**src/idiv_pkg.sv**
```systemverilog
// Shared types and constants for the 32-bit integer divider.
// No dependencies; imported by every module of the divider.
package idiv_pkg;

    localparam int unsigned DATA_W = 32;

    localparam logic [DATA_W-1:0] ALL_ONES  = {DATA_W{1'b1}};
    localparam logic [DATA_W-1:0] NEG_LIMIT = {1'b1, {(DATA_W-1){1'b0}}};
    localparam logic [DATA_W-1:0] POS_LIMIT = {1'b0, {(DATA_W-1){1'b1}}};

    // Division mode carried on the cmd field
    typedef enum logic {
        CMD_UNSIGNED = 1'b0,
        CMD_SIGNED   = 1'b1
    } div_cmd_t;

    // Bookkeeping that rides along with each beat to the output stage
    typedef struct packed {
        logic sgn;      // signed divide
        logic q_neg;    // negate quotient at the end
        logic r_neg;    // negate remainder at the end (numerator negative)
        logic dz;       // divisor was zero
        logic nz;       // numerator was zero
    } div_flags_t;

    // Data held by one cell of the divide chain
    typedef struct packed {
        logic [DATA_W-1:0] rem;   // partial remainder
        logic [DATA_W-1:0] quo;   // numerator bits shifting out, quotient bits shifting in
        logic [DATA_W-1:0] den;   // magnitude of the divisor
        div_flags_t        flags;
    } div_stage_t;

endpackage

```
**src/idiv_pre.sv**
```systemverilog
// Input stage of the divider: takes magnitudes of the operands and sets sign flags.
// Depends on idiv_pkg.
module idiv_pre import idiv_pkg::*; (
    input  logic              aclk,
    input  logic              aresetn,
    input  logic              en,
    input  logic              in_valid,
    input  logic              cmd,
    input  logic [DATA_W-1:0] dividend,
    input  logic [DATA_W-1:0] divisor,
    output logic              out_valid,
    output div_stage_t        out_stage
);

    logic       valid_reg;
    logic       valid_next;
    div_stage_t stage_reg;
    div_stage_t stage_next;
    logic       num_neg;
    logic       den_neg;

    // Work out magnitudes and the fix-up flags
    always_comb begin
        num_neg = (cmd == CMD_SIGNED) && dividend[DATA_W-1];
        den_neg = (cmd == CMD_SIGNED) && divisor[DATA_W-1];
        stage_next.rem         = '0;
        stage_next.quo         = num_neg ? (~dividend + DATA_W'(1)) : dividend;
        stage_next.den         = den_neg ? (~divisor + DATA_W'(1)) : divisor;
        stage_next.flags.sgn   = (cmd == CMD_SIGNED);
        stage_next.flags.q_neg = num_neg ^ den_neg;
        stage_next.flags.r_neg = num_neg;
        stage_next.flags.dz    = (divisor == '0);
        stage_next.flags.nz    = (dividend == '0);
        valid_next             = in_valid;
    end

    // Hold control under reset, advance on enable
    always_ff @(posedge aclk) begin
        if (!aresetn) begin
            valid_reg <= 1'b0;
        end else if (en) begin
            valid_reg <= valid_next;
        end
    end

    always_ff @(posedge aclk) begin
        if (en) begin
            stage_reg <= stage_next;
        end
    end

    assign out_valid = valid_reg;
    assign out_stage = stage_reg;

endmodule

```
**config.mk**
```make
export PLATFORM = sky130hd
export DESIGN_NAME = idiv_pre
export DESIGN_NICKNAME = d
export VERILOG_FILES = /design/src/idiv_pkg.sv /design/src/idiv_pre.sv
export SDC_FILE = /design/constraint.sdc
export NUM_CORES = 1
export LEC_CHECK = 0
export BUFFER_PORTS_ARGS = -buffer_cell sky130_fd_sc_hd__buf_2
export CAP_MARGIN = 20
export CORE_MARGIN = 5
export CORE_UTILIZATION = 51
export CTS_CLUSTER_SIZE = 8
export DETAILED_ROUTE_END_ITERATION = 8
export GPL_TIMING_DRIVEN = 1
export PLACE_DENSITY = 0.86
export RECOVER_POWER = 100
export SETUP_SLACK_MARGIN = 0.5
export SYNTH_ARGS = -nofsm -noshare
export SYNTH_HDL_FRONTEND = slang
export SYNTH_SLANG_ARGS = --single-unit
```
**constraint.sdc**
```tcl
create_clock -name aclk -period 4.38 [get_ports aclk]
set_clock_uncertainty 0.1 [all_clocks]
set_input_delay 0.219 -clock aclk [delete_from_list [all_inputs] [get_ports aclk]]
set_output_delay 0.219 -clock aclk [all_outputs]
set_load 0.05 [all_outputs]
```
* Yosys cells after proc, flatten, opt, wreduce, memory -nomap -nowiden
Index checks and enable logic that the tools add are counted.
Word-level totals: bits in registers 70, input port bits 69, output and inout port bits 102, word-level logic and storage cells 19
Operators by class: add/subtract/negate cells 2, mux-type cells 2, bitwise operators 3, reduce and logical (&&, ||, !) cells 4
Operator list (number):
- $add 32x1->32 const B | 2
- $logic_not 32->1 | 2
- $mux 32 | 2
- $not 32->32 | 2
- $logic_and 1x1->1 | 2
- $xor 1x1->1 | 1

* Logic depth before layout (Yosys ltp)
Gate-level depths: netlist of run 1.
depth after elaboration 3, mapped depth 7, depth with buffers taken out 7

* Worst setup path after synthesis of run 1
Ideal clock, no wire load.
path kind in2reg, start input port divisor[3], end register stage_reg (netlist bit out_stage[34]) (data pin), library setup time 258 ps, arrival time 1819 ps, path slack 2203 ps, stages 5, path through or4_1 -> or4_4 -> or3_4 -> o31ai_4 -> xnor2_1
RTL lines:
- from (decl) | RTL line idiv_pre.sv:10 | input logic [DATA_W-1:0] divisor,
- to (signal assigned) | RTL line idiv_pre.sv:48 | stage_reg <= stage_next;
- to (decl) | RTL line idiv_pre.sv:17 | div_stage_t stage_reg;

* Final worst setup path of run 1
start input port en, end register stage_reg (netlist bit out_stage[44]), enable pin
RTL lines:
- from (decl) | RTL line idiv_pre.sv:6 | input logic en,
No word-level cell between the ends.

==> results of run 1 <==
## report_power, final
part | switching [mW] | total (mW) | internal, mW | leakage (nW)
Clock | 0.242 | 0.620 | 0.378 | 0.114
Combinational | 0.412 | 0.505 | 0.0933 | 0.920
Sequential | 0.0180 | 0.837 | 0.819 | 0.682
## cell usage after synthesis
cell      number
ha_1           2
nor3b_1        3
o31ai_1        6
dfxtp_1        1
edfxtp_1      69
o31ai_4        2
nor3_1         4
mux2i_1        1
conb_1         1
nor4_1         4
o41ai_1        3
nand2_1        8
a21oi_1       16
nand3b_1       1
or4_4          1
o21ai_0       17
nor4b_1        1
o21ai_1        1
clkbuf_1       4
and2_1         5
or2_1          1
nand4b_1       1
o41ai_2        2
or3_1         10
nor2_1        23
nor3_2         1
xor2_1        26
or2_2          3
or4_1          8
nand2b_1       1
inv_1         10
or3_4          1
nor2b_1        1
nand3_1        3
buf_1          1
o31a_1         1
a31oi_1        3
xnor2_1       33
buf_4         32
## worst register-to-register path, delay by kind of cell, from the launching register on
family	cells	cell delay [ns]
multiplexers	1	0.06
AND/OR/NAND/NOR	1	0.15
flip-flops	1	0.33
## worst min-delay path by stage
stage	startpoint	end
detailed placement	dividend[0]	out_stage[37]
CTS	in_valid	out_valid
global placement	aresetn	out_valid
finish	in_valid	out_valid
floorplan	dividend[0]	out_stage[37]
global route	divisor[25]	out_stage[30]
## flip-flops by register name (all words and copies together), names as in the netlist
signal	count
out_valid	1
out_stage	69
## layout by cell type (no fill, tap or decap), types with 4 or more instances in the layout
cell type	instances
xnor2_1	33
clkbuf_8	9
o21ai_0	17
and2_0	4
edfxtp_1	69
or4_1	9
conb_1	32
nand2_1	8
a21oi_1	16
buf_2	64
nor4_1	4
xor2_1	26
o41ai_1	5
clkbuf_1	76
or3_1	11
nor3_1	5
o31ai_1	7
inv_1	10
nor2_1	23
## cell families after synthesis
group | synth area share
fa+ha+maj | 0.006697
xor+xnor | 0.1383
simple gates | 0.1199
buf+inv | 0.07937
flops | 0.5599
mux | 0.002679
compound gates | 0.09210
other cells | 0.001004
## metrics by stage
step           setup slack (ns)  cell area, sq um  std cells
3_3_place_gp              1.858              4415        543
3_5_place_dp              1.724              4415        543
2_1_floorplan             2.203              3852        342
4_1_cts                   1.540              4683        562
6_report                  1.211              4544        562
5_1_grt                  0.9325              4544        562
## metal layers
layer | GRT usage | up-vias | part of all wire
li1 | - | 1359 | -
met1 | 0.2181 | 1348 | 0.36
met2 | 0.3422 | 199 | 0.49
met3 | 0.06867 | 20 | 0.13
met4 | 0.1090 | 0 | 0.022
met5 | 0 | - | 0
## final cells by class
class / count / share of cell area
multi-input cells: 225 / 0.3128
well taps: 99 / 0.02726
clock inverters: 6 / 0.02423
flip-flops and latches: 70 / 0.4604
clock buffers: 10 / 0.02808
inverters: 10 / 0.008260
repair buffers: 142 / 0.1390
## timing repair
action / CTS / global route
hold buffers: 3 / 0
gates resized for setup: 0 / 0
hold endpoints to repair: 3 / 0
==> results.yml, run 1 <==
timing:
  tightest_slew_ns: 2.205
  max_slew_margin: -0.4699
  drv_slew: 73
  post-route-min-period_ns: 3.169
  setup-violations-final: 0
  setup_tns_ns: 0
  whs_ns: 0.04916
  max_freq_mhz: 315.6
  hold_viol: 0
  rsz0062_at_grt: "false"
  layout_worst_path_cycle_share: 0.7235
final_layout:
  diodes: 0
  syn2layout_area_growth_pct: 21.63
  regArea_sq_mm: 0.002092
  multi_input_area_sq_mm: 0.001421
  fillers: 594
  fin_nets: 529
  drive_gt1_frac: 0.1771
  final_util: 0.6333
run_status:
  status: "finished with violations"
  violations: "max-capacitance violations, max-slew violations"
worst_setup_path:
  cp-end-kind: "register"
  cp_slowest_cell: "clkbuf_1"
  worstSetupPathDepth: 2
  crit_buf_inv: 2
  cp_data_required_time_ns: 4.20
  cp-start-kind: "primary input"
  r2r_slack_ns: 3.68
  r2r_start: "out_valid"
  r2r_end: "out_valid"
  slowest_delay_ns: 1.67
  crit_fanout: 43
  cpMostUsedCell: "clkbuf_1"
  crit_end: "out_stage[44]"
  crit_arrival_ns: 2.99
  path_cells: "clkbuf_1 > clkbuf_1"
  critPathTopFamily: "buffers and inverters"
  reg2regPathDepth: 2
  critPathKind: "primary input to register"
  crit_start: "en"
power:
  totalPowerFinal_mw: 1.962
  vdd_drop_max_mv: 0.1806
  p_leak_nw: 1.717
  powerDensity_mw_per_mm2: 431.7
cts:
  numCtsBuffers: 9
  clock_latency_ns: 0.33
  cts_buffer_depth: 2
  cts.clk_slew.worst_paths_ns: 0.07
  clkSinkCount: 70
  cts-root-buf: "clkbuf_8"
  cts_max_level: 3
  post-cts-setup-buffers: 0
  cts_tree: "yes"
run:
  maxCapViolations: 2
synthesis:
  syn_avg_cell_area_sq_um: 12.01
  seq_area_frac_synth: 0.5599
  syn-cell-area_sq_mm: 0.003736
  netlist.area_leader.share: 0.5546
  synth_cell_types: 39
  synthTopCellsByArea: "edfxtp_1 55%, xnor2_1 7.7%, buf_4 6.4%"
  syn-instance-count: 311
  ys_ff_latch: 70
  ys.warnings.count: 0
  yosys.area.top_type: "edfxtp_1"
floorplanning:
  rows: 31
  dieArea_sq_mm: 0.009137
  dieHeight_um: 95.59
  die_x_um: 95.59
  core-area_sq_mm: 0.007176
  start_util: 0.5207
  io_pins: 171
drt:
  drt_iter0_drc: 163
  avgRoutedWirePerCell_um: 16.22
  drcViolationCount: 0
  dr.pass1.iters: 4
  ant_nets: 0
  wl_mm: 9.116
  via_per_inst: 5.206
  num_vias: 2926
worst_hold_path:
  worstHoldPathCells: 3
  min_path_type: "primary input to register"
place:
  dpl.hpwl_mm: 7.038
  gp_congestion: 0.8622
  portBuffers: 138
global_route:
  grt_pass1_vias: 2983
  grt_max_degree: 44
  antenna_found_initial: 0
  track_usage: 0.2007
  grt_pass1_wl_mm: 13.85
  overflow: 0
(Power assumes the default switching activity.)
==> run 2: changes to the inputs <==
--- a/config.mk
+++ b/config.mk
@@ -8,11 +8,11 @@
 export BUFFER_PORTS_ARGS = -buffer_cell sky130_fd_sc_hd__buf_2
 export CAP_MARGIN = 20
 export CORE_MARGIN = 5
-export CORE_UTILIZATION = 51
+export CORE_UTILIZATION = 43
 export CTS_CLUSTER_SIZE = 8
 export DETAILED_ROUTE_END_ITERATION = 8
 export GPL_TIMING_DRIVEN = 1
-export PLACE_DENSITY = 0.86
+export PLACE_DENSITY = 0.77
 export RECOVER_POWER = 100
 export SETUP_SLACK_MARGIN = 0.5
 export SYNTH_ARGS = -nofsm -noshare
==> constraint.sdc (replaced) <==
create_clock -name aclk -period 2.8 [get_ports aclk]
set_clock_uncertainty 0.1 [all_clocks]
set_input_delay 0.14 -clock aclk [delete_from_list [all_inputs] [get_ports aclk]]
set_output_delay 0.14 -clock aclk [all_outputs]
set_load 0.05 [all_outputs]
==> results.yml, run 2 (synthesis results as in run 1) <==
run:
  maxCapViolations: 0
floorplanning:
  core-area_sq_mm: 0.008593
  dieHeight_um: 103.2
  die_x_um: 103.2
  rows: 34
  dieArea_sq_mm: 0.01065
  io_pins: 171
  start_util: 0.4348
worst_setup_path:
  crit_arrival_ns: 2.24
  crit_fanout: 6
  cp-end-kind: "register"
  slowest_delay_ns: 0.64
  cp-start-kind: "primary input"
  cp_data_required_time_ns: 2.79
  cp_slowest_cell: "nor3_1"
  r2r_end: "out_valid"
  r2r_slack_ns: 1.56
  r2r_start: "out_valid"
  path_cells: "clkbuf_1 > or4_1 > nor3_1 > nand2_1 > o31a_1 > xor2_1"
  critPathTopFamily: "simple AND/OR/NAND/NOR gates"
  critPathKind: "primary input to register"
  crit_buf_inv: 1
  reg2regPathDepth: 3
final_layout:
  largest_reg_flops: 69
  syn2layout_area_growth_pct: 22.04
  mostFrequentLayoutCells: "82 x clkbuf_1, 69 x edfxtp_1, 60 x buf_2"
  fin_nets: 537
  final_util: 0.5306
  drive_gt1_frac: 0.1656
  diodes: 0
  design_area_sq_mm: 0.004559
  final_common_cell: "clkbuf_1"
timing:
  layout_worst_path_cycle_share: 0.8026
  setup_tns_ns: 0
  tightest_slew_ns: 1.364
  hold_viol: 0
  max_freq_mhz: 445.0
  rsz0062_at_grt: "false"
  max_slew_margin: 0.09099
  post-route-min-period_ns: 2.247
  drv_slew: 0
  setup-violations-final: 0
global_route:
  track_usage: 0.1655
  antenna_found_initial: 0
  grt_max_degree: 48
  grt_pass1_vias: 2870
  grt_pass1_wl_mm: 13.57
  overflow: 0
drt:
  wl_mm: 9.104
  dr.pass1.iters: 4
  via_per_inst: 4.940
  top_layer_used: "met4"
  drt_iter0_drc: 67
  wl_met1_mm: 3.550
  ant_nets: 0
  avgRoutedWirePerCell_um: 15.72
  drcViolationCount: 0
  met2_length_mm: 4.264
  routed-wl-met3_mm: 1.134
  num_vias: 2860
cts:
  cts_buffer_depth: 2
  cts_max_level: 3
  clkSinkCount: 70
  cts-root-buf: "clkbuf_8"
  post-cts-setup-buffers: 0
  cts_tree: "yes"
  cts.clk_slew.worst_paths_ns: 0.07
  clock_latency_ns: 0.33
  numCtsBuffers: 9
worst_hold_path:
  hold_end: "out_stage[20]"
  min_path_type: "primary input to register"
  worstHoldPathCells: 2
  hold_start: "divisor[15]"
power:
  p_leak_nw: 1.722
  powerDensity_mw_per_mm2: 620.1
  vdd_drop_max_mv: 0.2295
run_status:
  status: "complete, no violations"
place:
  portBuffers: 138
  dpl.hpwl_mm: 7.059
  place_area_sq_mm: 0.004454
  gp_congestion: 0.7983
-- run 2: cell count changes in the layout (fill, tap and decap cells not counted), sizes merged --
cell and delta:
clkbuf +8, dlygate4sd3 +6, bufinv -3, clkinvlp -1, buf -2
-- run 2: layout make-up --
type	instances	area, sq um
timing repair buffer	150	714.4
tap	108	135.1
clock buffer	14	162.7
inverter	10	37.54
multi-input combinational	225	1408
fill	828	4034
sequential	70	2092
clock inverter	2	10.01
-- run 2: timing repair --
| item | in CTS | in global routing |
|---|---|---|
| gates resized for setup | 0 | 1 |
| endpoints found under the setup margin | 0 | 1 |
| hold endpoints to repair | 8 | 0 |
| hold buffers | 9 | 0 |
-- run 2: power by group --
group          leakage [nW]  total (mW)  switching, mW  internal (mW)
sequential            0.682        1.31         0.0289           1.28
combinational         0.949       0.793          0.641          0.153
clock                0.0905       0.726          0.357          0.369
total                  1.72        2.83           1.03           1.80
-- run 2: worst max-delay path by stage --
stage                       from  cells after the start            end
floorplan             divisor[3]                      5  out_stage[34]
global placement    dividend[11]                      6  out_stage[63]
detailed placement  dividend[11]                      6  out_stage[64]
CTS                  divisor[25]                      7  out_stage[35]
global route         dividend[0]                      6  out_stage[66]
finish               dividend[0]                      6  out_stage[66]
-- run 2: stage by stage --
stage / cells / power (mW) / hold slack [ns] / setup slack (ns)
2_1_floorplan: 342 / 1.954 / 0.1389 / 0.7021
3_3_place_gp: 554 / 2.134 / 0.2529 / 0.4328
3_5_place_dp: 554 / 2.147 / 0.2627 / 0.3592
4_1_cts: 579 / 2.882 / 0.002764 / 0.5982
5_1_grt: 579 / 2.941 / 0.01502 / 0.4561
6_report: 579 / 2.827 / 0.02404 / 0.5526
-- run 2: worst register-to-register path, delay by kind of cell (launching register included) --
family | cells | cell delay, ns
flip-flops | 1 | 0.31
multiplexers | 1 | 0.12
buffers and inverters | 1 | 0.55
AND/OR/NAND/NOR | 1 | 0.06
-- run 2: per-layer routing --
| layer | global-route usage | vias to the layer above |
|---|---|---|
| met5 | 0 | - |
| met4 | 0.06773 | 0 |
| li1 | - | 1369 |
| met2 | 0.2807 | 141 |
| met3 | 0.06103 | 12 |
| met1 | 0.1891 | 1338 |
