$ cat config.mk
export PLATFORM = sky130hd
export DESIGN_NAME = idiv_cell
export DESIGN_NICKNAME = d
export VERILOG_FILES = /design/src/idiv_pkg.sv /design/src/idiv_cell.sv
export SDC_FILE = /design/constraint.sdc
export NUM_CORES = 1
export LEC_CHECK = 0
export BUFFER_PORTS_ARGS = -buffer_cell sky130_fd_sc_hd__buf_2
export CAP_MARGIN = 0
export CORE_MARGIN = 2
export CORE_UTILIZATION = 45
export DETAILED_ROUTE_END_ITERATION = 10
export GPL_TIMING_DRIVEN = 0
export HOLD_SLACK_MARGIN = 0.08
export MAX_ROUTING_LAYER = met4
export PLACE_DENSITY = 0.77
export SLEW_MARGIN = 20
export SYNTH_ARGS = -nofsm -noshare
export SYNTH_HDL_FRONTEND = slang
export SYNTH_SLANG_ARGS = --single-unit
$ cat constraint.sdc
create_clock -name aclk -period 3 [get_ports aclk]
set_input_delay 0.45 -clock aclk [delete_from_list [all_inputs] [get_ports aclk]]
set_output_delay 0.45 -clock aclk [all_outputs]
set_load 0.005 [all_outputs]
$ cat src/idiv_pkg.sv
// Shared types and constants for the 32-bit integer divider.
// No dependencies; imported by every module of the divider.
package idiv_pkg;

    localparam int unsigned DATA_W = 32;

    localparam logic [DATA_W-1:0] ALL_ONES  = {DATA_W{1'b1}};
    localparam logic [DATA_W-1:0] NEG_LIMIT = {1'b1, {(DATA_W-1){1'b0}}};
    localparam logic [DATA_W-1:0] POS_LIMIT = {1'b0, {(DATA_W-1){1'b1}}};

    // Division mode carried on the cmd field
    typedef enum logic {
        CMD_UNSIGNED = 1'b0,
        CMD_SIGNED   = 1'b1
    } div_cmd_t;

    // Bookkeeping that rides along with each beat to the output stage
    typedef struct packed {
        logic sgn;      // signed divide
        logic q_neg;    // negate quotient at the end
        logic r_neg;    // negate remainder at the end (numerator negative)
        logic dz;       // divisor was zero
        logic nz;       // numerator was zero
    } div_flags_t;

    // Data held by one cell of the divide chain
    typedef struct packed {
        logic [DATA_W-1:0] rem;   // partial remainder
        logic [DATA_W-1:0] quo;   // numerator bits shifting out, quotient bits shifting in
        logic [DATA_W-1:0] den;   // magnitude of the divisor
        div_flags_t        flags;
    } div_stage_t;

endpackage

$ cat src/idiv_cell.sv
// One restoring-division cell: produces one quotient bit per beat.
// Depends on idiv_pkg.
module idiv_cell import idiv_pkg::*; (
    input  logic       aclk,
    input  logic       aresetn,
    input  logic       en,
    input  logic       in_valid,
    input  div_stage_t in_stage,
    output logic       out_valid,
    output div_stage_t out_stage
);

    logic              valid_reg;
    div_stage_t        stage_reg;
    div_stage_t        stage_next;
    logic [DATA_W:0]   trial;
    logic [DATA_W:0]   diff;
    logic              fits;

    // Shift in the next numerator bit and try subtracting the divisor
    always_comb begin
        trial      = {in_stage.rem, in_stage.quo[DATA_W-1]};
        diff       = trial - {1'b0, in_stage.den};
        fits       = !diff[DATA_W];
        stage_next = in_stage;
        stage_next.rem = fits ? diff[DATA_W-1:0] : trial[DATA_W-1:0];
        stage_next.quo = {in_stage.quo[DATA_W-2:0], fits};
    end

    always_ff @(posedge aclk) begin
        if (!aresetn) begin
            valid_reg <= 1'b0;
        end else if (en) begin
            valid_reg <= in_valid;
        end
    end

    always_ff @(posedge aclk) begin
        if (en) begin
            stage_reg <= stage_next;
        end
    end

    assign out_valid = valid_reg;
    assign out_stage = stage_reg;

endmodule

* After elaboration in Yosys (flattened, before gate mapping)
Index checks and enable logic that the tools add are counted.
** Word-level totals
- Register bits after elaboration :: 102
- Bits in latches :: 0
- Memory bits (writable) :: 0
- Memory bits (read-only) :: 0
- Input bits :: 105
- Logic and storage cells :: 12
- Memories kept :: 0
** Operators by class
- $add $sub $neg :: 1
- $mul :: 0
- Divide/modulo/power cells :: 0
- Magnitude comparators :: 0
- Equality and inequality tests :: 0
- Shifts and indexed selects :: 0
- Mux-type cells :: 1
- Bitwise logic cells :: 0
- Reductions and logical operators :: 1
** Operator list (number)
- $sub A33 B32 Y33 :: 1
- $mux W32 :: 1
- $logic_not A1 Y1 :: 1

* Logic depth before layout (Yosys ltp)
Gate-level depths: netlist of the first run.
- Depth in word-level cells :: 2
- Gate-level depth with buffers :: 12
- Gate-level depth less buffers :: 11

* Least setup slack after synthesis of the first run
No wires, ideal clock.
- Path type :: input -> register
- Start point :: input in_stage[68] (netlist name)
- End point :: register stage_reg (netlist bit out_stage[73]) (data pin)
- Arrival time :: 2.707 ns
- Data required time :: 2.740 ns
- Slack :: 0.033 ns
- Cell stages on the path :: 12
- Buffers on the path :: 1
- Cells stage by stage :: inv_1 > ha_1 > fa_1 > nand2b_1 > a21oi_1 > o211ai_1 > a21oi_1 > o31a_2 > mux2i_1 > nor2_2 > buf_6 > mux2_4
** RTL lines
- start: declaration :: line idiv_cell.sv:8 : input div_stage_t in_stage,
- end signal: assignment :: line idiv_cell.sv:40 : stage_reg <= stage_next;
- end: declaration :: line idiv_cell.sv:14 : div_stage_t stage_reg;

==> metrics, run 1 <==
status finished clean; Static Leakage 0.003320 µW; HP Class input port to flip-flop; root buf cell clkbuf_16; peak supply drop 0.2433 mV; unrepaired setup endpoints after global routing false; Tcrit/Tclk final 95.72%; #FFs+latches synth 102; Synth Flop Type edfxtp_1; vias per cell 5.195; worst-path maximum fanout 10; Setup Crit Path Kind input port to flip-flop; RD Place Congestion 0.8267; Core Util, Final 59.87%; setup_tns 0 ns; critical path capture point type flip-flop; drt wl/cell 16.49 µm; via count 4,374; Initial DRC Count 356; core area 12,060 µm²; # diodes 0; TritonCTS clock tree built; DR top layer met4; IO buf count 206; syn nets 586; met2 wire len 6950 µm; Final ANT Viol Nets 0; Die H 115.2 µm; initial antenna violation count 0; die footprint 13,270 µm²; hpwl dp 10,600 µm; DRT Pass-1 Iters 4; Post-synth EDFFs 101; Sequential Power Share 45.0%; clk sinks 102; Final Skew 0 ns; final wirelength 13,880 µm; pwr/cell area 548.0 nW/µm²; flop2flop setup slack 2.34 ns; switching power 1074 µW; cells after synthesis 448; Clock Latency Late Sink 0.36 ns; combinational group share of total power 24.3%; Final nets 807; FF-to-FF path depth 2; final hold vios 0; post-synthesis sequential area ratio 54.88%; H-tree levels 3; final max-slew violation count 0; min cycle time layout 2.872 ns; Critical Path AT 2.98 ns; PnR worst setup slack 0.1283 ns; starting density of the core 46.12%; vias in the first global route 4,288; share of layout cells above drive strength 1 40.80%; synth-to-layout area growth 29.80%; switch share 27.13%; Overall Global Routing Usage 21.17%; max-cap violations 0; CTS buffer count 9; Avg Inst Size Synth 12.42 µm²; CTS Buffer Depth 2; clk slew on worst S/H paths 0.07 ns; WHS Path Cells 1; first-pass GRT wire length 20,820 µm; synth unique cells 50; type of origin of the critical path input port; Worst-Margin Slew 0.4522 ns; Hold WS 0.2634 ns; # IOs 207; Pint 2884 µW; DRC violations left 0; M1 WL 5839 µm; # placed instances 823; Clk pwr share 30.7%; WP data required 3.11 ns; final number of setup-violating endpoints 0; die width 115.2 µm; total congestion overflow 0; synthesized area 5563 µm²; Ys Warns 0; largest net degree at the start of global routing 77; Max-slew headroom 69.85%; row count 40; Finished Layout Cells 842; pre-CTS setup slack -0.6703 ns; met3 routed WL 833 µm; Fmax 0.3482 GHz; Post-synth ARST share 0%
==> registers in the layout (all words and copies together), names as in the netlist <==
signal and count:
out_stage 101, out_valid 1
==> cells in the mapped netlist (8+ instances only) <==
cell type	count	area, µm²
edfxtp_1	101	3033
a21oi_1	38	190.2
inv_1	38	142.6
ha_1	32	400.4
nand2_1	27	101.4
mux2_4	25	375.4
a21o_1	18	135.1
nor2_1	18	67.56
o21ai_0	17	85.08
xnor2_1	13	113.9
nand3_1	10	50.05
xor2_1	10	87.58
nand2b_1	8	50.05
==> placed cells by master (no fill, tap or decap), types with 3 or more instances in the layout <==
master and instances:
and4_1 3, inv_1 38, nor2b_1 6, xor2_1 10
a21oi_1 34, o21bai_1 5, and3_1 4, buf_2 206
xnor2_1 13, a21bo_2 3, buf_4 3, edfxtp_1 101
clkbuf_16 9, nor2_1 18, o21ai_0 17, inv_6 3
a21oi_2 4, a211oi_1 3, and2_1 3, nand4_1 6
clkbuf_1 5, mux2i_1 5, mux2_2 3, buf_6 5
o21a_1 5, nand2b_1 7, o211ai_1 6, nor3_1 4
ha_1 32, a21o_1 18, mux2_4 25, nand3_1 10
nand2_1 27
==> cell families (layout without fill, tap and decap cells) <==
family | count (synthesis) | after routing | synth area share [%]
and+or+nand+nor | 100 | 100 | 9.312
AOI/OAI and AO/OA | 107 | 107 | 12.30
xor gates and xnor gates | 23 | 23 | 3.621
adders and majority gates | 33 | 33 | 7.557
muxes | 34 | 34 | 8.435
buffers and inverters | 49 | 275 | 3.891
DFF | 102 | 102 | 54.88
==> power by group through the flow <==
stage / combinational (µW) / clock, µW / sequential (µW)
final: 961 / 1210 / 1780
after global placement: 909 / 0 / 1810
after global routing: 1050 / 1280 / 1800
after floorplan: 532 / 0 / 1840
after detailed placement: 933 / 0 / 1810
after CTS: 954 / 1230 / 1780
==> stage by stage <==
stage / cell area [µm²] / total power, µW
2_1_floorplan: 5563 / 2371
5_1_grt: 7221 / 4129
6_report: 7221 / 3957
4_1_cts: 7186 / 3966
3_3_place_gp: 6804 / 2721
3_5_place_dp: 6838 / 2747
==> final cells by class <==
type,instances,area (µm²)
fillers,991,4841
flip-flops and latches,102,3053
multi-input cells,297,2349
repair buffers,210,1087
clock buffers,9,225.2
well taps,168,210.2
inverters,38,142.6
clock inverters,7,80.08
plain buffers,11,73.82
==> layer usage <==
metal	vias to the layer above	GRT usage, %
met2	159	36.20
met4	0	7.952
met3	21	3.479
met5	-	-
met1	2082	25.14
li1	2112	-
==> final timing paths <==
| path | start | to |
|---|---|---|
| worst max register to register | out_valid$_SDFFE_PN0P_ | out_valid$_SDFFE_PN0P_ |
| worst max-delay path | in_stage[68] | out_stage[84]$_DFFE_PP_ |
| worst min register to register | out_valid$_SDFFE_PN0P_ | out_valid$_SDFFE_PN0P_ |
| worst min-delay path | in_stage[64] | out_stage[65]$_DFFE_PP_ |
==> critical path: stages <==
cell and delay [ns]:
buf_2 0.08, inv_1 0.04, ha_1 0.21, fa_2 0.36, nand2b_4 0.17, a21oi_4 0.19
o211ai_1 0.16, a21oi_2 0.22, o31a_2 0.22, mux2i_2 0.28, nor2_4 0.08, buf_6 0.19
mux2_4 0.31
==> timing repair <==
| item | 4_1_cts | 5_1_grt |
|---|---|---|
| gates resized for setup | 5 | 7 |
| cloned | 0 | 0 |
| pin swaps | 4 | 4 |
| setup endpoints to repair | 32 | 28 |
| hold buffers | 0 | 0 |
| buffers inserted | 3 | 0 |
Power figures use the tool's default switching activity.
==> inputs of run 2 (changes only) <==
--- a/config.mk
+++ b/config.mk
@@ -14,6 +14,8 @@
 export HOLD_SLACK_MARGIN = 0.08
 export MAX_ROUTING_LAYER = met4
 export PLACE_DENSITY = 0.77
+export RECOVER_POWER = 100
+export SETUP_SLACK_MARGIN = 0.3
 export SLEW_MARGIN = 20
 export SYNTH_ARGS = -nofsm -noshare
 export SYNTH_HDL_FRONTEND = slang
==> run 2 against run 1 <==
The flow now finishes with violations (max-capacitance violations, max-slew violations). Count of clock-buffer cells in the layout increased by 1. Final cell count grew 1.3%. Maximum frequency increased by 0.56%. Register-to-register slack better by 0.04 ns. Clock power fell by 11%. Sequential share of layout area fell by 0.57 points. Non-clock buffer count is 11 higher. Via count fell by 1.3%. Sequential power hardly changed. Die area is the same. Flip-flop and latch count did not move. Hold slack better by 0.015 ns.
==> metrics, run 2 (same netlist as run 1, synthesis figures left out) <==
Largest register FFs 101; final max-slew violation count 33; worst-path maximum fanout 7; final number of setup-violating endpoints 0; Overall Global Routing Usage 20.38%; HP Class input port to flip-flop; Die H 115.2 µm; Clk pwr share 28.1%; switch share 27.15%; peak supply drop 0.2606 mV; placed cell area 6919 µm²; Worst Min Path Start in_stage[0]; CTS Buffer Depth 2; Critical Path AT 2.94 ns; share of layout cells above drive strength 1 28.61%; Static Leakage 0.003074 µW; Sequential Power Share 46.5%; Critical path buffers and inverters 5; final wirelength 13,560 µm; post-layout power 3835 µW; clk sinks 102; largest net degree at the start of global routing 71; status complete, but fails checks; CP peak stage delay 0.38 ns; pwr/cell area 524.0 nW/µm²; starting density of the core 46.12%; vias per cell 5.062; die width 115.2 µm; total congestion overflow 0; slowest stage cell, crit path ha_2; Setup Crit Path Kind input port to flip-flop; Filler cells 1,066; min cycle time layout 2.856 ns; Final Skew 0 ns; first-pass GRT wire length 20,140 µm; clk slew on worst S/H paths 0.07 ns; IO buf count 206; row count 40; # diodes 0; # hold bufs at CTS 0; DRT Pass-1 Iters 4; hpwl dp 10,230 µm; RD Place Congestion 0.8415; Clock Latency Late Sink 0.34 ns; WP data required 3.09 ns; Tcrit/Tclk final 95.19%; die footprint 13,270 µm²; most frequent cells in the layout buf_2, edfxtp_1, clkbuf_1; root buf cell clkbuf_16; Initial DRC Count 267; # IOs 207; r2r startpoint out_valid$_SDFFE_PN0P_; combinational group share of total power 25.4%; TritonCTS clock tree built; Final ANT Viol Nets 0; via count 4,318; type of origin of the critical path input port; vias in the first global route 4,161; critical path capture point type flip-flop; unrepaired setup endpoints after global routing true; drt wl/cell 15.90 µm; CTS buffer count 9; sequence of cells on the critical path clkbuf_1 > inv_1 > ha_2 > inv_1 > o311a_1 > o21ai_1 > a21o_1 > o31a_2 > mux2i_2 > nor2_4 > buf_12 > buf_12 > mux2_1; H-tree levels 3; switching power 1041 µW; WHS Path Cells 1; final hold vios 0; Worst path top cell family by delay compound AO/OA/AOI/OAI gates; core area 12,060 µm²; flop2flop setup slack 2.38 ns; DRC violations left 0; FF-to-FF path depth 2; final non-filler cell area 7320 µm²; Fmax 0.3502 GHz; WHS Endpoint out_stage[0]$_DFFE_PP_; synth-to-layout area growth 31.58%; max-cap violations 1; failing checks max-capacitance violations, max-slew violations; Final nets 818; terminus of the critical flop-to-flop path out_valid$_SDFFE_PN0P_; commonest non-fill, non-tap cell in the layout buf_2; Pint 2794 µW; initial antenna violation count 0; Max-slew headroom -31.81%; Worst-Margin Slew 1.977 ns
run 2: changes by cell type in the layout (fill, tap and decap cells not counted), sizes merged:
cell / previous run / this run
clkbuf: 15 / 106
clkinvlp: 0 / 1
inv: 42 / 39
buf: 215 / 136
clkinv: 2 / 4
bufinv: 1 / 0
run 2: worst max-delay path by stage:
stage                  from                      end  slack [ns]  cells past startpoint
3_5_place_dp   in_stage[68]  out_stage[92]$_DFFE_PP_       -0.55                     13
6_report       in_stage[19]  out_stage[81]$_DFFE_PP_        0.14                     13
4_1_cts        in_stage[68]  out_stage[98]$_DFFE_PP_        0.23                     14
3_3_place_gp   in_stage[68]  out_stage[98]$_DFFE_PP_       -0.51                     13
5_1_grt        in_stage[21]  out_stage[98]$_DFFE_PP_        0.06                     14
2_1_floorplan  in_stage[68]  out_stage[73]$_DFFE_PP_        0.16                     12
run 2: what timing repair did:
item                       in CTS  in global routing
resized for setup              28                  7
setup endpoints to repair      33                 33
hold endpoints to repair        0                  0
pin swaps                      11                  3
setup buffers                   9                  3
cloned                          2                  0
run 2: cell type report:
| class | instances | area [µm²] | share of cell area (%) |
|---|---|---|---|
| tap | 168 | 210.2 | 2.872 |
| timing repair buffer | 221 | 1116 | 15.25 |
| inverter | 38 | 155.1 | 2.120 |
| buffer | 11 | 106.4 | 1.453 |
| clock inverter | 6 | 46.29 | 0.6325 |
| multi-input combinational | 297 | 2404 | 32.84 |
| clock buffer | 10 | 229.0 | 3.128 |
| sequential | 102 | 3053 | 41.71 |
run 2: power groups by stage:
stage	clock network (µW)	registers, µW	logic, µW
2_1_floorplan	0	1840	547
3_3_place_gp	0	1810	918
3_5_place_dp	0	1810	944
4_1_cts	1110	1780	1040
5_1_grt	1150	1800	1070
6_report	1080	1780	974
run 2: worst reg2reg max path: stages, from the launching register on:
cell and delay (ns):
dfxtp_1 0.33, mux2i_1 0.06, nor2b_1 0.17
run 2: per-layer routing:
layer / up-vias / track usage [%] / part of all wire, %
li1: 2135 / - / -
met1: 2020 / 23.87 / 42
met2: 146 / 34.47 / 50
met3: 17 / 3.901 / 6.0
met4: 0 / 8.353 / 2.1
met5: - / - / 0
run 2: through the flow:
| step | utilization (%) | TNS (ns) | setup WS [ns] | hold slack [ns] | cells |
|---|---|---|---|---|---|
| 2_1_floorplan | - | 0 | 0.1614 | 0.5073 | 448 |
| 3_3_place_gp | 57.09 | -14.58 | -0.5053 | 0.4922 | 822 |
| 3_5_place_dp | 57.37 | -16.17 | -0.5545 | 0.5144 | 823 |
| 4_1_cts | 61.74 | 0 | 0.2253 | 0.2621 | 850 |
| 5_1_grt | 60.68 | 0 | 0.06372 | 0.2612 | 853 |
| 6_report | 60.68 | 0 | 0.1444 | 0.2786 | 853 |
