[src/idiv_pkg.sv]
// Shared types and constants for the 32-bit integer divider.
// No dependencies; imported by every module of the divider.
package idiv_pkg;

    localparam int unsigned DATA_W = 32;

    localparam logic [DATA_W-1:0] ALL_ONES  = {DATA_W{1'b1}};
    localparam logic [DATA_W-1:0] NEG_LIMIT = {1'b1, {(DATA_W-1){1'b0}}};
    localparam logic [DATA_W-1:0] POS_LIMIT = {1'b0, {(DATA_W-1){1'b1}}};

    // Division mode carried on the cmd field
    typedef enum logic {
        CMD_UNSIGNED = 1'b0,
        CMD_SIGNED   = 1'b1
    } div_cmd_t;

    // Bookkeeping that rides along with each beat to the output stage
    typedef struct packed {
        logic sgn;      // signed divide
        logic q_neg;    // negate quotient at the end
        logic r_neg;    // negate remainder at the end (numerator negative)
        logic dz;       // divisor was zero
        logic nz;       // numerator was zero
    } div_flags_t;

    // Data held by one cell of the divide chain
    typedef struct packed {
        logic [DATA_W-1:0] rem;   // partial remainder
        logic [DATA_W-1:0] quo;   // numerator bits shifting out, quotient bits shifting in
        logic [DATA_W-1:0] den;   // magnitude of the divisor
        div_flags_t        flags;
    } div_stage_t;

endpackage

[src/idiv_post.sv]
// Output stage of the divider: restores signs, applies divide-by-zero values,
// and holds the result beat. Depends on idiv_pkg.
module idiv_post import idiv_pkg::*; (
    input  logic              aclk,
    input  logic              aresetn,
    input  logic              en,
    input  logic              in_valid,
    input  div_stage_t        in_stage,
    output logic              out_valid,
    output logic [DATA_W-1:0] quot,
    output logic [DATA_W-1:0] rem,
    output logic              div_by_zero
);

    logic              valid_reg;
    logic [DATA_W-1:0] quot_reg;
    logic [DATA_W-1:0] quot_next;
    logic [DATA_W-1:0] rem_reg;
    logic [DATA_W-1:0] rem_next;
    logic              dz_reg;
    logic [DATA_W-1:0] dz_quot;

    // Pick the final quotient and remainder
    always_comb begin
        if (in_stage.flags.nz) begin
            dz_quot = '0;
        end else if (!in_stage.flags.sgn) begin
            dz_quot = ALL_ONES;
        end else if (in_stage.flags.r_neg) begin
            dz_quot = NEG_LIMIT;
        end else begin
            dz_quot = POS_LIMIT;
        end

        if (in_stage.flags.dz) begin
            quot_next = dz_quot;
        end else if (in_stage.flags.q_neg) begin
            quot_next = ~in_stage.quo + DATA_W'(1);
        end else begin
            quot_next = in_stage.quo;
        end

        // Divide by zero leaves the numerator magnitude here, so this
        // sign fix returns the original numerator as well
        rem_next = in_stage.flags.r_neg ? (~in_stage.rem + DATA_W'(1)) : in_stage.rem;
    end

    always_ff @(posedge aclk) begin
        if (!aresetn) begin
            valid_reg <= 1'b0;
        end else if (en) begin
            valid_reg <= in_valid;
        end
    end

    always_ff @(posedge aclk) begin
        if (en) begin
            quot_reg <= quot_next;
            rem_reg  <= rem_next;
            dz_reg   <= in_stage.flags.dz;
        end
    end

    assign out_valid   = valid_reg;
    assign quot        = quot_reg;
    assign rem         = rem_reg;
    assign div_by_zero = dz_reg;

endmodule

[config.mk]
export PLATFORM = sky130hd
export DESIGN_NAME = idiv_post
export DESIGN_NICKNAME = d
export VERILOG_FILES = /design/src/idiv_pkg.sv /design/src/idiv_post.sv
export SDC_FILE = /design/constraint.sdc
export NUM_CORES = 1
export LEC_CHECK = 0
export BUFFER_PORTS_ARGS = -buffer_cell sky130_fd_sc_hd__buf_2
export CORE_MARGIN = 1
export CORE_UTILIZATION = 25
export DETAILED_ROUTE_END_ITERATION = 16
export SYNTH_ARGS = -nofsm -noshare
export SYNTH_HDL_FRONTEND = slang
export SYNTH_SLANG_ARGS = --single-unit
[constraint.sdc]
create_clock -name aclk -period 5.4 [get_ports aclk]
set_input_delay 0.81 -clock aclk [delete_from_list [all_inputs] [get_ports aclk]]
set_output_delay 0.81 -clock aclk [all_outputs]
set_load 0.05 [all_outputs]
# --- Yosys cells after proc, flatten, opt, wreduce, memory -nomap -nowiden ---
# Cells that the tools add are included.
word_totals:
  latchBits: 0
  reg_bits: 66
  memories: 0
  romBits: 0
  ram_bits: 0
op_classes:
  shifts: 0
  eq_ne: 0
  n_div: 0
  n_lt_le_gt_ge: 0
  n_reduce_logical: 0
  mux: 6
  n_bitwise: 2
  n_mul: 0
  n_addsub: 2
op_table:
  columns: ["operator", "n"]
  rows:
  - ["32-bit two-way mux", 6]
  - ["32-bit by 1-bit adder with 32-bit output (second input constant)", 2]
  - ["32-bit NOT", 2]

# --- Longest topological paths before layout ---
# Gate-level depths: netlist of the first run.
depth:
  ltp_word: 4
  ltp_mapped: 8
  mapped_depth_nobuf: 7

# --- Least setup slack after synthesis of the first run ---
# No wires, ideal clock.
synth_path:
  path_type: "input port to flip-flop"
  start: "input port in_stage[89] (netlist bit)"
  end: "register rem_reg[31] (netlist: rem[31]), data pin"
  n_path_buf: 1
  arrival_time_ns: 2.587
  path_slack_ns: 2.553
  stages: 6
  cell_sequence: "or4_4 > or3_1 > buf_6 > or4_4 > o31ai_2 > xnor2_1"
synth_via:
  elab_chain_len: 3
synth_rtl:
  columns: ["item", "line", "source"]
  rows:
  - ["start: declaration", "idiv_post.sv:8", "input div_stage_t in_stage,"]
  - ["32-bit NOT", "idiv_post.sv:45", "rem_next = in_stage.flags.r_neg ? (~in_stage.rem + DATA_W'(1)) : in_stage.rem;"]
  - ["32-bit by 1-bit adder with 32-bit output", "idiv_post.sv:45", null]
  - ["32-bit two-way mux", "idiv_post.sv:45", null]
  - ["net rem_next[31]", "idiv_post.sv:19", "logic [DATA_W-1:0] rem_next;"]
  - ["end signal: assignment", "idiv_post.sv:59", "rem_reg <= rem_next;"]
  - ["end: declaration", "idiv_post.sv:18", "logic [DATA_W-1:0] rem_reg;"]
# The timed path passes the listed nets, and every way through them passes these cells.
# A chain may end at the register's enable or synchronous reset.

# --- Final worst setup path of the first run ---
layout_path:
  start: "input port in_stage[79] (netlist bit)"
  end: "register rem_reg[26] (netlist: rem[26]), data pin"
# Same word-level chain as after synthesis.

==> results.json, run 1 <==
{
  "dpl.cell_count": 609,
  "cts_root_buffer": "clkbuf_16",
  "post-place-ws_ns": 2.23,
  "antenna_left": 0,
  "diodes": 0,
  "synth_most_common_cell": "edfxtp_1",
  "maxCapViolations": 0,
  "start_util_pct": 25.7,
  "grt_pass1_vias": 2895,
  "grt_usage_pct": 12.6,
  "hold_end": "out_valid$_SDFFE_PN0P_",
  "cts_sinks": 66,
  "wl_um": 9280,
  "p_comb_share_pct": 24.3,
  "power_mw": 1.58,
  "dp_hpwl_um": 6940,
  "grt_pass1_wl_um": 14000,
  "layout-drive-gt1-share_pct": 35.6,
  "finClkSkew_ns": 0,
  "ios": 171,
  "fill_cells": 1406,
  "async_flop_share_pct": 0,
  "synth_largest_area_cell": "edfxtp_1",
  "hold_viol_final": 0,
  "required_ns": 5.48,
  "grt_max_degree": 42,
  "fin_nets": 547,
  "irDropWorstVdd_v": 0.000124,
  "p_int_mw": 1.08,
  "worst_slew_pin_slew_ns": 1.00,
  "gp_congestion": 0.752,
  "netlist_area_mm2": 0.00358,
  "cp-end-kind": "register",
  "synth_cell_types": 35,
  "clock_path_buffers": 2,
  "fmax_mhz": 357,
  "path_clk_slew_ns": 0.05,
  "ys.flop_type": "edfxtp_1",
  "drv_slew": 0,
  "swShare_pct": 31.9,
  "fin_util_pct": 33.8,
  "cts_tree": "built",
  "p_sw_mw": 0.505,
  "power.density_mw_per_mm2": 336,
  "first_pass_iters": 4,
  "htree_levels": 3,
  "grt_overflow": 0,
  "crit_start": "in_stage[79]",
  "num_rows": 43,
  "numCtsBuffers": 9,
  "fp.dieW_um": 122,
  "status": "complete, no violations",
  "cts_resized": 0,
  "synth_edf_count": 65,
  "cts-hold-fix-buffers": 0,
  "instances_no_fill": 624,
  "pwr-share-seq_pct": 40.6,
  "wl_per_cell_um": 14.9,
  "dieArea_mm2": 0.0148,
  "min_delay_path_depth": 2,
  "grt_antenna_before_repair": 0,
  "clock_latency_ns": 0.33,
  "setup_ws_ns": 2.60,
  "syn2layout_area_growth_pct": 31.7,
  "worstSetupPathType": "in -> reg",
  "reg2reg_from": "out_valid$_SDFFE_PN0P_",
  "rrSetupSlack_ns": 4.81,
  "die_h_um": 122,
  "synth_commonest_cells": "edfxtp_1 (65), o21ai_0 (51), xnor2_1 (35)",
  "synth_top_area_share_pct": 54.5,
  "slew-limit-headroom_pct": 32.9,
  "postCtsSetupBuffers": 0,
  "layout_min_cycle_time_ns": 2.80,
  "reg2reg_to": "out_valid$_SDFFE_PN0P_",
  "reg2regPathDepth": 2,
  "port_buffers": 138,
  "p_leak_nw": 1.79,
  "ys_ff_latch": 66,
  "placed_area_mm2": 0.00444,
  "coreArea_mm2": 0.0139,
  "vias_per_cell": 4.73,
  "syn-num-nets": 412,
  "syn_inst": 305,
  "p_clk_share_pct": 35.1,
  "crit_arrival_ns": 2.88,
  "holdCritStartpoint": "out_valid$_SDFFE_PN0P_",
  "rsz0062_at_grt": "no",
  "drc": 0,
  "setup_tns_ns": 0,
  "ys_warn_count": 0,
  "setup_viol": 0,
  "fin_crit_sh_pct": 51.9,
  "whs_ns": 0.518,
  "netlist_top_cells_area": "edfxtp_1 (55%), xnor2_1 (8.6%), o21ai_0 (7.1%), xor2_1 (5.6%), o31ai_1 (2.9%)",
  "min_path_type": "reg -> reg",
  "ys_seq_area_share_pct": 55.1,
  "finalInstanceArea_mm2": 0.00471,
  "vias": 2950,
  "crit_fanout": 7,
  "syn_area_per_cell_um2": 11.7,
  "drt_iter0_markers": 72,
  "cp-start-kind": "primary input"
}
[cell type report]
type / count / area, um^2 / area share [%]
sequential: 66 / 1970 / 41.8
multi-input combinational: 217 / 1520 / 32.1
timing repair buffer: 139 / 698 / 14.8
clock buffer: 11 / 233 / 4.94
tap: 180 / 225 / 4.78
clock inverter: 4 / 43.8 / 0.929
inverter: 7 / 26.3 / 0.557
[layout by cell type, fill, tap and decap left out, types with 4 or more instances in the layout]
cell,Yosys,routed
clkbuf_16,0,9
o41ai_1,7,7
edfxtp_1,65,65
buf_2,1,138
o31ai_1,14,14
nand3_1,4,4
xor2_1,23,23
or4_1,5,5
o21ai_0,51,51
nand4b_1,4,4
or3_1,11,11
xnor2_1,35,35
nor2_1,8,8
nand2_1,15,15
nor4_1,8,8
inv_1,7,7
[worst max-delay path, stage by stage]
cell and delay [ns]:
buf_2 0.11, or4_4 0.55, or3_1 0.35, or4_1 0.67, o41ai_4 0.29, xnor2_1 0.10
[layer usage]
| layer | share of wire, % | vias to the layer above | global-route usage (%) |
|---|---|---|---|
| met5 | 0 | - | 0 |
| li1 | - | 1428 | - |
| met2 | 47 | 125 | 21.7 |
| met1 | 42 | 1387 | 13.9 |
| met4 | 1.5 | 0 | 4.94 |
| met3 | 9.4 | 10 | 5.06 |
[power by group through the flow]
| stage | Sequential, mW | Combinational [mW] | Clock, mW |
|---|---|---|---|
| global placement | 0.651 | 0.382 | 0 |
| global route | 0.647 | 0.409 | 0.589 |
| CTS | 0.643 | 0.388 | 0.576 |
| detailed placement | 0.652 | 0.388 | 0 |
| floorplan | 0.840 | 0.0789 | 0 |
| finish | 0.641 | 0.385 | 0.555 |
[worst max-delay path by stage]
stage,endpoint,cells past startpoint
2_1_floorplan,rem[31]$_DFFE_PP_,6
3_3_place_gp,rem[26]$_DFFE_PP_,6
4_1_cts,quot[19]$_DFFE_PP_,6
6_report,rem[26]$_DFFE_PP_,6
3_5_place_dp,quot[29]$_DFFE_PP_,5
5_1_grt,quot[22]$_DFFE_PP_,8
[kinds of logic (layout without fill, tap and decap cells)]
family | after synthesis | count (layout) | synth area share, %
AO/OA/AOI/OAI | 85 | 85 | 15.4
AND/OR/NAND/NOR | 70 | 70 | 11.5
flip-flops | 66 | 66 | 55.1
XOR/XNOR | 58 | 58 | 14.2
buffers and inverters | 22 | 161 | 2.55
adder cells (fa/ha/maj) | 2 | 2 | 0.699
multiplexers | 2 | 2 | 0.559
Note: power is estimated with default switching activity, not from simulation.
==> run 2, diff against run 1 <==
clock period = 2.5 ns   (was 5.4 ns; I/O delays follow)
==> run 2 against run 1 <==
- register-to-register slack lost 2.9 ns
- clock power grew 110%
- design area grew 3.9%
- critical path depth grew 1
- power grew 120%
- via count grew 2.8%
- largest power group unchanged
==> results.json, run 2 (synthesis results as in run 1) <==
{
  "grt_antenna_before_repair": 0,
  "clock_latency_ns": 0.33,
  "cts-hold-fix-buffers": 0,
  "most-common-layout-cells": "buf_2 (138), edfxtp_1 (65), o21ai_0 (51)",
  "power.density_mw_per_mm2": 700,
  "numCtsBuffers": 9,
  "layout-drive-gt1-share_pct": 38.5,
  "slowest_delay_ns": 0.54,
  "cts_sinks": 66,
  "num_rows": 43,
  "final_common_cell": "buf_2",
  "min_path_type": "in -> reg",
  "cp-start-kind": "primary input",
  "cp-end-kind": "register",
  "fin_nets": 570,
  "fp.dieW_um": 122,
  "crit_fanout": 7,
  "clock_path_buffers": 2,
  "gp_congestion": 0.777,
  "status": "complete, no violations",
  "start_util_pct": 25.7,
  "htree_levels": 3,
  "crit_family": "simple AND/OR/NAND/NOR gates",
  "setup_tns_ns": 0,
  "grt_max_degree": 42,
  "maxCapViolations": 0,
  "cp.depth": 7,
  "vias": 3033,
  "die_h_um": 122,
  "crit_arrival_ns": 2.36,
  "grt_pass1_wl_um": 14900,
  "diodes": 0,
  "whs_ns": 0.260,
  "grt_overflow": 0,
  "worstSetupPathType": "in -> reg",
  "grt_usage_pct": 13.4,
  "rsz0062_at_grt": "no",
  "cts_root_buffer": "clkbuf_16",
  "first_pass_iters": 4,
  "worst_slew_pin_slew_ns": 0.585,
  "p_leak_nw": 1.90,
  "cts_resized": 0,
  "instances_no_fill": 647,
  "syn2layout_area_growth_pct": 36.9,
  "fin_crit_sh_pct": 91.1,
  "dieArea_mm2": 0.0148,
  "crit_slowest_cell": "or4_4",
  "min_delay_path_depth": 2,
  "vias_per_cell": 4.69,
  "path_clk_slew_ns": 0.05,
  "fmax_mhz": 439,
  "slew-limit-headroom_pct": 61.0,
  "reg2regPathDepth": 2,
  "required_ns": 2.58,
  "grt_pass1_vias": 3021,
  "antenna_left": 0,
  "drt_iter0_markers": 99,
  "hold_viol_final": 0,
  "drv_slew": 0,
  "crit_buf_inv": 2,
  "layout_min_cycle_time_ns": 2.28,
  "finClkSkew_ns": 0,
  "setup_viol": 0,
  "dpl.cell_count": 632,
  "dp_hpwl_um": 7170,
  "wl_per_cell_um": 14.6,
  "cts_tree": "built",
  "drc": 0,
  "irDropWorstVdd_v": 0.000461,
  "coreArea_mm2": 0.0139,
  "path_cells": "buf_2 > or4_4 > or3_1 > or4_1 > buf_4 > o41ai_4 > xnor2_1",
  "ios": 171,
  "port_buffers": 138,
  "postCtsSetupBuffers": 0,
  "wl_um": 9440
}
## run 2: changes by cell type in the layout (fill, tap and decap cells not counted), sizes merged
cell,previous run,this run
buf,139,162
clkbuf,11,10
clkinv,3,4
## run 2: layout make-up
type | instances | area, um^2
clock buffers | 10 | 229
clock inverters | 5 | 46.3
fillers | 1400 | 9040
inverters | 7 | 26.3
multi-input cells | 217 | 1520
flip-flops and latches | 66 | 1970
well taps | 180 | 225
repair buffers | 162 | 883
## run 2: final timing paths
check,slack [ns],from,to
min,0.26,aresetn,out_valid$_SDFFE_PN0P_
max,0.22,in_stage[79],rem[26]$_DFFE_PP_
max reg2reg,1.92,out_valid$_SDFFE_PN0P_,out_valid$_SDFFE_PN0P_
min reg2reg,0.52,out_valid$_SDFFE_PN0P_,out_valid$_SDFFE_PN0P_
## run 2: power breakdown
part           switching [mW]  total, mW  internal (mW)  leakage (nW)
logic                   0.626      0.851          0.224          1.12
clock network           0.437       1.19          0.753         0.135
registers              0.0282       1.39           1.36         0.642
total                    1.09       3.43           2.34          1.90
## run 2: metal layers
layer  GRT usage, %  part of all wire [%]  up-vias
li1               -                     -     1478
met1           15.1                    43     1431
met2           23.0                    48      116
met3           5.48                   8.3        8
met4           4.17                   1.0        0
met5              0                     0        -
## run 2: worst reg2reg max path, stage by stage (launching register included)
cell and delay [ns]:
dfxtp_1 0.30, mux2i_1 0.12, nor2b_1 0.06
## run 2: stage by stage
stage,setup WS [ns],power [mW],area (um^2),utilization (%)
3_5_place_dp,-0.118,2.27,4620,33.2
4_1_cts,0.234,3.49,4900,35.1
5_1_grt,0.158,3.58,4900,35.1
2_1_floorplan,0.0884,1.98,3580,-
3_3_place_gp,-0.116,2.25,4620,33.2
6_report,0.223,3.43,4900,35.1
==> run 3, diff against run 2 <==
CORE_MARGIN = 3   (was 1)
PLACE_DENSITY = 0.49   (was default)
RECOVER_POWER = 100   (was default)
==> run 3 against run 2 <==
- the flow now finishes with violations (capacitance limit, slew limit)
- first-iteration DRC count up 61%
- combinational power decreased by 4.5%
- clock power shrank 5%
- critical path type unchanged
- largest power group unchanged
- highest routed layer unchanged
==> results.json, run 3 (synthesis results as in run 1) <==
{
  "grt_pass1_wl_um": 15700,
  "fin_nets": 569,
  "die_h_um": 126,
  "setup_viol": 0,
  "start_util_pct": 25.7,
  "vias": 3018,
  "power.density_mw_per_mm2": 699,
  "reg2regPathDepth": 2,
  "drc": 0,
  "fp.dieW_um": 126,
  "syn2layout_area_growth_pct": 33.2,
  "irDropWorstVdd_v": 0.000281,
  "violations": "capacitance limit, slew limit",
  "crit_fanout": 7,
  "reg2reg_to": "out_valid$_SDFFE_PN0P_",
  "slew-limit-headroom_pct": -14.6,
  "diodes": 0,
  "rrSetupSlack_ns": 1.89,
  "wl_per_cell_um": 15.4,
  "num_rows": 43,
  "crit_arrival_ns": 2.37,
  "cts_tree": "built",
  "grt_pass1_vias": 3016,
  "htree_levels": 3,
  "most-common-layout-cells": "clkbuf_1 (74), buf_2 (68), edfxtp_1 (65)",
  "wl_um": 9980,
  "finClkSkew_ns": 0,
  "hold_viol_final": 0,
  "power_mw": 3.33,
  "finalInstanceArea_mm2": 0.00477,
  "rsz0062_at_grt": "no",
  "port_buffers": 138,
  "vias_per_cell": 4.66,
  "cts_resized": 0,
  "crit_start": "in_stage[79]",
  "fin_crit_sh_pct": 92.2,
  "drv_slew": 67,
  "reg2reg_from": "out_valid$_SDFFE_PN0P_",
  "min_path_type": "in -> reg",
  "whs_ns": 0.266,
  "crit_path_end": "rem[28]$_DFFE_PP_",
  "grt_antenna_before_repair": 0,
  "layout-drive-gt1-share_pct": 22.9,
  "placed_area_mm2": 0.00463,
  "antenna_left": 0,
  "clock_path_buffers": 2,
  "grt_max_degree": 67,
  "cts-hold-fix-buffers": 0,
  "coreArea_mm2": 0.0139,
  "required_ns": 2.57,
  "cp-end-kind": "register",
  "dp_hpwl_um": 7300,
  "status": "finished, violations left",
  "clock_latency_ns": 0.32,
  "dieArea_mm2": 0.0158,
  "drt_iter0_markers": 159,
  "numCtsBuffers": 9,
  "first_pass_iters": 4,
  "path_clk_slew_ns": 0.06,
  "layout_min_cycle_time_ns": 2.30,
  "fill_cells": 1461,
  "grt_usage_pct": 12.5,
  "grt_overflow": 0,
  "final_common_cell": "clkbuf_1",
  "worst_slew_pin_slew_ns": 1.72,
  "setup_tns_ns": 0,
  "p_leak_nw": 1.68,
  "postCtsSetupBuffers": 0,
  "ios": 171,
  "fmax_mhz": 434,
  "cts_root_buffer": "clkbuf_16",
  "worstSetupPathType": "in -> reg",
  "gp_congestion": 0.756,
  "cp-start-kind": "primary input",
  "maxCapViolations": 1,
  "cts_sinks": 66
}
==> run 3: changes by cell type in the layout (fill, tap and decap cells not counted), sizes merged <==
cell	delta
buf	-74
bufinv	-1
clkinvlp	+1
clkbuf	+74
==> run 3: layout make-up <==
type	instances	area [um^2]	area share, %
Clock buffer	11	233	4.88
Clock inverter	5	31.3	0.656
Inverter	7	26.3	0.551
Multi-Input combinational cell	217	1500	31.5
Sequential cell	66	1970	41.4
Tap cell	180	225	4.72
Timing Repair Buffer	161	778	16.3
==> run 3: worst min path at each step <==
stage / startpoint / to / slack, ns / cells past startpoint
after floorplan: in_stage[1] / div_by_zero$_DFFE_PP_ / 0.47 / 0
after global placement: out_valid$_SDFFE_PN0P_ / out_valid$_SDFFE_PN0P_ / 0.49 / 2
after detailed placement: out_valid$_SDFFE_PN0P_ / out_valid$_SDFFE_PN0P_ / 0.51 / 2
after CTS: aresetn / out_valid$_SDFFE_PN0P_ / 0.25 / 2
after global routing: aresetn / out_valid$_SDFFE_PN0P_ / 0.26 / 2
final: aresetn / out_valid$_SDFFE_PN0P_ / 0.27 / 2
==> run 3: where the power goes <==
group	leakage [nW]	total, mW	internal, mW	switching, mW
combinational	0.913	0.813	0.189	0.624
sequential	0.642	1.39	1.36	0.0314
clock	0.129	1.13	0.668	0.459
total	1.68	3.33	2.22	1.11
==> run 3: stage by stage <==
stage,setup WS [ns],utilization [%],std cells
6_report,0.196,34.2,647
5_1_grt,0.0985,34.2,647
4_1_cts,0.252,35.1,647
3_5_place_dp,-0.111,33.2,631
3_3_place_gp,-0.0877,33.2,631
2_1_floorplan,0.0884,-,305
==> run 3: metal layers <==
metal	share of wire, %	track usage (%)	wire length (um)	vias up
met3	8.6	4.62	857	8
li1	-	-	-	1479
met1	47	16.2	4650	1412
met5	0	0	0	-
met4	0.92	3.64	92	0
met2	44	19.5	4380	119
==> run 3: worst max-delay path, cell delays in order <==
cell	delay [ns]
buf_2	0.11
or4_1	0.56
or3_1	0.35
or4_1	0.47
buf_4	0.18
o31ai_1	0.24
xnor2_1	0.09
